### config.mk
export PLATFORM = sky130hd
export DESIGN_NAME = lkvc_ctrl
export DESIGN_NICKNAME = d
export VERILOG_FILES = /design/src/sv/lkvc_pkg.sv /design/src/sv/lkvc_ctrl.sv
export SDC_FILE = /design/constraint.sdc
export NUM_CORES = 1
export LEC_CHECK = 0
export CORE_AREA = 2 2 39 41
export CTS_BUF_LIST = sky130_fd_sc_hd__clkbuf_4
export DETAILED_ROUTE_END_ITERATION = 8
export DIE_AREA = 0 0 41 43
export DONT_BUFFER_PORTS = 1
export PLACE_DENSITY = 0.3
export SLEW_MARGIN = 40
export SYNTH_ARGS = -nofsm -noshare
export SYNTH_HDL_FRONTEND = slang
export SYNTH_SLANG_ARGS = --single-unit
### constraint.sdc
create_clock -name clk -period 4 [get_ports clk]
set_clock_uncertainty 0.05 [all_clocks]
set_input_delay 0.2 -clock clk [delete_from_list [all_inputs] [get_ports clk]]
set_output_delay 0.2 -clock clk [all_outputs]
set_load 0.005 [all_outputs]
### src/sv/lkvc_pkg.sv
// Package for the LRU key-value cache.
// Holds sizes, word types and the command and status structs shared by the modules.
// Depends on nothing.
package lkvc_pkg;

    localparam int CAPACITY = 128;
    localparam int IDX_W    = $clog2(CAPACITY);
    localparam int RANK_W   = IDX_W;
    localparam int CNT_W    = $clog2(CAPACITY + 1);
    localparam int KEY_W    = 64;
    localparam int VAL_W    = 32;

    typedef struct packed {
        logic             mode;
        logic [KEY_W-1:0] key;
        logic [VAL_W-1:0] store_value;
    } req_t;

    typedef struct packed {
        logic             hit;
        logic [VAL_W-1:0] read_value;
        logic             evicted;
    } rsp_t;

    localparam logic MODE_LOOKUP = 1'b0;
    localparam logic MODE_STORE  = 1'b1;

    typedef struct packed {
        logic load_req;
        logic scan_step;
        logic commit;
    } cmd_t;

    typedef struct packed {
        logic last_addr;
    } stat_t;

endpackage

### src/sv/lkvc_ctrl.sv
// Controller of the LRU key-value cache: request sequencing and result handshake.
// Depends on lkvc_pkg; drives the datapath through cmd_t and reads stat_t.
module lkvc_ctrl (
    input  logic            clk,
    input  logic            rst_n,
    input  logic            req_valid,
    output logic            req_ready,
    output logic            rsp_valid,
    input  logic            rsp_ready,
    input  lkvc_pkg::stat_t stat,
    output lkvc_pkg::cmd_t  cmd
);
    import lkvc_pkg::*;

    typedef enum logic [1:0] {
        ST_IDLE,
        ST_SCAN,
        ST_DRAIN,
        ST_COMMIT
    } state_t;

    state_t state_reg;
    logic   out_valid_reg;

    assign req_ready     = (state_reg == ST_IDLE);
    assign rsp_valid     = out_valid_reg;
    assign cmd.load_req  = req_valid && req_ready;
    assign cmd.scan_step = (state_reg == ST_SCAN);
    assign cmd.commit    = (state_reg == ST_COMMIT) && (!out_valid_reg || rsp_ready);

    always_ff @(posedge clk or negedge rst_n)
    begin
        if (!rst_n)
        begin
            state_reg     <= ST_IDLE;
            out_valid_reg <= 1'b0;
        end
        else
        begin
            unique case (state_reg)
                ST_IDLE:
                begin
                    if (cmd.load_req)
                    begin
                        state_reg <= ST_SCAN;
                    end
                end
                ST_SCAN:
                begin
                    if (stat.last_addr)
                    begin
                        state_reg <= ST_DRAIN;
                    end
                end
                ST_DRAIN:
                begin
                    state_reg <= ST_COMMIT;
                end
                ST_COMMIT:
                begin
                    if (cmd.commit)
                    begin
                        state_reg <= ST_IDLE;
                    end
                end
                default:
                begin
                    state_reg <= ST_IDLE;
                end
            endcase

            if (cmd.commit)
            begin
                out_valid_reg <= 1'b1;
            end
            else if (rsp_ready)
            begin
                out_valid_reg <= 1'b0;
            end
        end
    end

endmodule

==> results of run 1 <==
==> metal layers <==
metal,vias to the layer above,wire [µm]
met5,-,0
met4,0,0
met3,0,41
met2,9,210
met1,69,126
li1,71,-
==> synthesized netlist by cell type <==
cell	instances
ha_1	4
inv_2	1
and2_1	1
dfrtp_1	3
mux2i_1	1
inv_1	3
nand2_1	1
nor2_1	1
o221ai_4	1
and2_2	1
nand2b_4	1
nand2b_2	1
mux2_4	1
==> cell type report <==
| class | count | area, µm² | share of cell area, % |
|---|---|---|---|
| Sequential cell | 3 | 75.1 | 25.4 |
| Multi-Input combinational cell | 13 | 145 | 49.2 |
| Tap cell | 16 | 20.0 | 6.78 |
| Timing Repair Buffer | 1 | 10.0 | 3.39 |
| Inverter | 4 | 15.0 | 5.08 |
| Clock buffer | 4 | 30.0 | 10.2 |
==> stage by stage <==
step	setup slack [ns]	instances	hold slack, ns
global route	2.40	41	0.136
finish	2.52	41	0.133
detailed placement	2.50	36	-0.146
floorplan	2.61	20	-0.146
global placement	2.51	36	-0.145
CTS	2.50	41	0.134
==> worst max-delay path: stages, from the launching register on <==
cell and delay [ns]:
dfrtp_1 0.41, inv_1 0.09, ha_1 0.18, inv_1 0.08, o221ai_4 0.23, mux2_4 0.32
==> cells by family (layout without fill, tap and decap cells) <==
logic type	count (synthesis)	in the layout
compound gates	1	1
fa+ha+maj	4	4
buf+inv	4	9
flops	3	3
mux	2	2
simple gates	6	6
==> worst min path at each step <==
stage / to / slack [ns]
2_1_floorplan: rsp_valid$_DFFE_PN0P_ / -0.15
3_3_place_gp: state_reg[0]$_DFFE_PN0P_ / -0.15
3_5_place_dp: state_reg[1]$_DFFE_PN0P_ / -0.15
4_1_cts: rsp_valid$_DFFE_PN0P_ / 0.13
5_1_grt: rsp_valid$_DFFE_PN0P_ / 0.14
6_report: rsp_valid$_DFFE_PN0P_ / 0.13
==> power breakdown <==
group	switching, µW	total, µW	internal, µW	leakage (µW)
combinational	58.1	118	60.4	0.0000892
sequential	16.5	63.8	47.3	0.0000358
clock	15.5	59.6	44.1	0.0000184
total	90.0	242	152	0.000143
==> what timing repair did <==
action,4_1_cts,5_1_grt
buffers inserted,0,0
hold endpoints to repair,3,0
hold buffers,1,0
resized for setup,0,0
==> impl_metrics.yaml, run 1 <==
timing:
  final_hold_viol_count: 0
  fin_setup_tns_ns: 0
  drv_slew: 0
  finalCritPeriodShare_pct: 37.0
  post-route-min-period_ns: 1.48
  rsz0062_at_grt: "no"
  worstMarginPinSlew_ns: 0.216
  setup_viol: 0
  max_freq_mhz: 676
  slew_headroom_pct: 85.6
placed_design:
  gp_congestion: 0.529
  port_buffers: 0
  placed_area_um2: 255
  dp_hpwl_um: 330
synthesis:
  yosysTopAreaCell: "dfrtp_1"
  syn_area_um2: 235
  ys_types: 13
  yosysWarnings: 0
  synth_top_family_by_area: "adder cells"
  yosys.area_share.simple_pct: 18.6
  synth_compound_area_share_pct: 11.2
  synthCells: 20
  yosys-top-cells-area: "dfrtp_1 32%, ha_1 21%, o221ai_4 11%, mux2_4 6.4%, nand2b_4 5.9%"
  synth_xor_xnor_area_share_pct: 0
  syn_avg_cell_area_um2: 11.8
  synth_nets: 29
  yosys.area_share.adder_pct: 21.3
  yosys-mux-area-fraction_pct: 10.6
  ys_seq_area_share_pct: 31.9
  yosysTopAreaCellShare_pct: 31.9
  ys_seq_elements: 3
route:
  drt-pass1-iter-count: 1
  wl_um: 378
  route.detailed.drc: 0
  vias: 149
  via_per_inst: 3.63
  ant_nets: 0
  drt-initial-drc-count: 0
  wl_per_cell_um: 9.22
pwr:
  ir_drop_mv: 0.270
  leakage_uw: 0.000143
  finalPower_uw: 242
  power.density_nw_per_um2: 819
layout:
  largest_register_ffs: 2
  drive_above_1_share_pct: 40.0
  fin_nets: 35
  area_growth_pct: 25.5
  antenna_cells: 0
  nFillCells: 152
  final_area_um2: 295
  final_cell_mix: "4 x ha_1, 4 x clkbuf_4, 3 x inv_1, 3 x dfrtp_1"
  fin_util_pct: 21.3
worst_setup_path:
  crit_end: "state_reg[1]$_DFFE_PN0P_"
  reg2reg_setup_slack_ns: 2.52
  critPathCaptureType: "flop"
  start_kind: "flop"
  cp.arrival_ns: 1.54
  setup.worst_path.start: "state_reg[1]$_DFFE_PN0P_"
  path_class: "flop to flop"
  ff2ff_path_depth: 5
  worstPathMaxFanout: 4
  worstReg2RegStart: "state_reg[1]$_DFFE_PN0P_"
  required_ns: 4.06
  r2r_end: "state_reg[1]$_DFFE_PN0P_"
grt:
  grt_use_met3_pct: 6.28
  grt_util_met1_pct: 5.11
  antenna_found_initial: 0
  grt_first_pass_wirelength_um: 634
  busiest_layer: "met2"
  grt-ovfl-total: 0
  grt_use_total_pct: 6.01
  grt_use_met2_pct: 9.06
  grt_max_degree: 5
  grt_pass1_vias: 177
run_status:
  status: "complete, no violations"
die:
  fp.dieH_um: 43
  core_area_um2: 1380
  num_io_pins: 10
  dieWidth_um: 41
  rows: 14
  die_area_um2: 1760
  initial_core_util_pct: 17.0
clock_tree:
  clockRootBuffer: "clkbuf_4"
  cts.sinks: 3
  clk_latency_ns: 0.23
  clockBufferDepth: 2
  clk_pin_slew_ns: 0.04
  htreeDepth: 1
  cts_tree: "yes"
  cts_made_buffers: 3
worst_hold_path:
  whs_path_depth: 2
  worstHoldPathType: "primary input to flop"
  hold_path_startpoint: "rsp_ready"
run:
  cap_violations: 0
Note: power is estimated with default switching activity, not from simulation.
==> inputs of run 2 (changes only) <==
- clock period: 4 -> 1.4 ns (I/O delays scaled with it)
==> run 2 against run 1 <==
  * Critical path depth did not move
  * Fmax rose by 9.3%
  * Hold slack got worse by 0.12 ns
  * First-iteration DRC count did not move
  * Combinational power rose to 4.1 times the previous value
  * Clock-buffer cell count did not move
  * Sequential cell count did not move
==> impl_metrics.yaml, run 2 (synthesis gave the netlist of run 1 again) <==
worst_setup_path:
  cp.arrival_ns: 1.41
  reg2reg_setup_slack_ns: 0.05
  start_kind: "flop"
  worstPathMaxFanout: 3
  path_class: "flop to flop"
  ff2ff_path_depth: 5
  crit_family: "flip-flops"
  required_ns: 1.46
  worst-path-buf-inv: 2
  max_stage_delay_ns: 0.39
  crit_chain: "inv_2, ha_4, inv_2, o221ai_4, mux2_4"
  r2r_end: "state_reg[1]$_DFFE_PN0P_"
  worstReg2RegStart: "state_reg[1]$_DFFE_PN0P_"
  cpMostUsedCell: "inv_2"
  critPathCaptureType: "flop"
  crit_slowest_cell: "dfrtp_1"
placed_design:
  dp_cells: 41
  port_buffers: 0
  dp_hpwl_um: 328
  place_ws_ns: -0.0472
  gp_congestion: 0.560
worst_hold_path:
  whs_path_depth: 2
  hold_path_startpoint: "rsp_ready"
  worstHoldPathType: "primary input to flop"
  holdPathEnd: "rsp_valid$_DFFE_PN0P_"
clock_tree:
  clk_latency_ns: 0.23
  htreeDepth: 1
  clockRootBuffer: "clkbuf_4"
  clockBufferDepth: 2
  cts_tree: "yes"
  cts_made_buffers: 3
  clk_pin_slew_ns: 0.04
  cts.sinks: 3
layout:
  fin_util_pct: 25.8
  final_cell_mix: "6 x buf_4, 4 x inv_2, 4 x clkbuf_4"
  fin_nets: 41
  antenna_cells: 0
  layout_commonest_cell: "buf_4"
  drive_above_1_share_pct: 71.0
  area_growth_pct: 51.6
  final_cells: 47
  largest_register_ffs: 2
  nFillCells: 156
timing:
  drv_slew: 0
  rsz0062_at_grt: "yes"
  finalCritPeriodShare_pct: 96.7
  final_hold_viol_count: 0
  slew_headroom_pct: 86.4
  worstMarginPinSlew_ns: 0.204
  max_freq_mhz: 739
  setup_viol: 0
  post-route-min-period_ns: 1.35
  fin_hold_ws_ns: 0.00910
  worst_slack_ns: 0.0466
route:
  via_per_inst: 3.53
  ant_nets: 0
  wl_um: 414
  drt-pass1-iter-count: 1
  wl_per_cell_um: 8.81
  route.detailed.drc: 0
  vias: 166
  drt-initial-drc-count: 0
grt:
  grt_use_total_pct: 6.33
  grt_pass1_vias: 192
  grt-ovfl-total: 0
  antenna_found_initial: 0
  grt_max_degree: 4
  grt_first_pass_wirelength_um: 683
run_status:
  status: "complete, no violations"
pwr:
  power.density_nw_per_um2: 2380
  leakage_uw: 0.000168
  ir_drop_mv: 0.416
die:
  rows: 14
  initial_core_util_pct: 17.0
  dieWidth_um: 41
  core_area_um2: 1380
  die_area_um2: 1760
  num_io_pins: 10
  fp.dieH_um: 43
run:
  cap_violations: 0
run 2: area by class of cell:
class	instances	area, µm²	area share (%)
Multi-Input combinational cell	13	160	44.9
Sequential cell	3	76.3	21.4
Timing Repair Buffer	7	55.1	15.4
Clock buffer	4	30.0	8.42
Tap cell	16	20.0	5.61
Inverter	4	15.0	4.21
run 2: worst max path at each step:
stage	start	end	slack, ns	cells after the start
detailed placement	state_reg[1]$_DFFE_PN0P_	state_reg[1]$_DFFE_PN0P_	-0.05	5
global route	state_reg[1]$_DFFE_PN0P_	state_reg[1]$_DFFE_PN0P_	-0.02	5
CTS	state_reg[1]$_DFFE_PN0P_	state_reg[1]$_DFFE_PN0P_	0.009	5
global placement	state_reg[1]$_DFFE_PN0P_	state_reg[1]$_DFFE_PN0P_	-0.04	5
finish	state_reg[1]$_DFFE_PN0P_	state_reg[1]$_DFFE_PN0P_	0.05	5
floorplan	state_reg[1]$_DFFE_PN0P_	state_reg[1]$_DFFE_PN0P_	0.01	5
run 2: what timing repair did:
item | CTS | global route
gates cloned | 0 | 0
endpoints found under the hold margin | 3 | 0
hold buffers | 1 | 0
gates resized for setup | 2 | 5
pin swaps | 1 | 1
setup endpoints to repair | 1 | 2
buffers inserted | 1 | 0
run 2: where the power goes:
part	leakage, µW	switching, µW	internal [µW]	total [µW]
logic	0.000115	203	285	488
registers	0.0000347	54.8	138	193
clock network	0.0000184	42.0	126	168
total	0.000168	299	549	849
run 2: stage by stage:
step | instance area [µm²] | TNS (ns) | power (µW)
2_1_floorplan | 235 | 0 | 468
6_report | 357 | 0 | 849
5_1_grt | 357 | -0.0163 | 949
4_1_cts | 343 | 0 | 834
3_5_place_dp | 293 | -0.0472 | 628
3_3_place_gp | 293 | -0.0409 | 631
run 2: routing by layer:
layer	up-vias	GRT usage [%]	share of wire, %
met5	-	0	0
met4	0	6.00	0
met3	0	4.71	6.0
met2	5	9.38	61
met1	78	4.84	32
li1	83	-	-
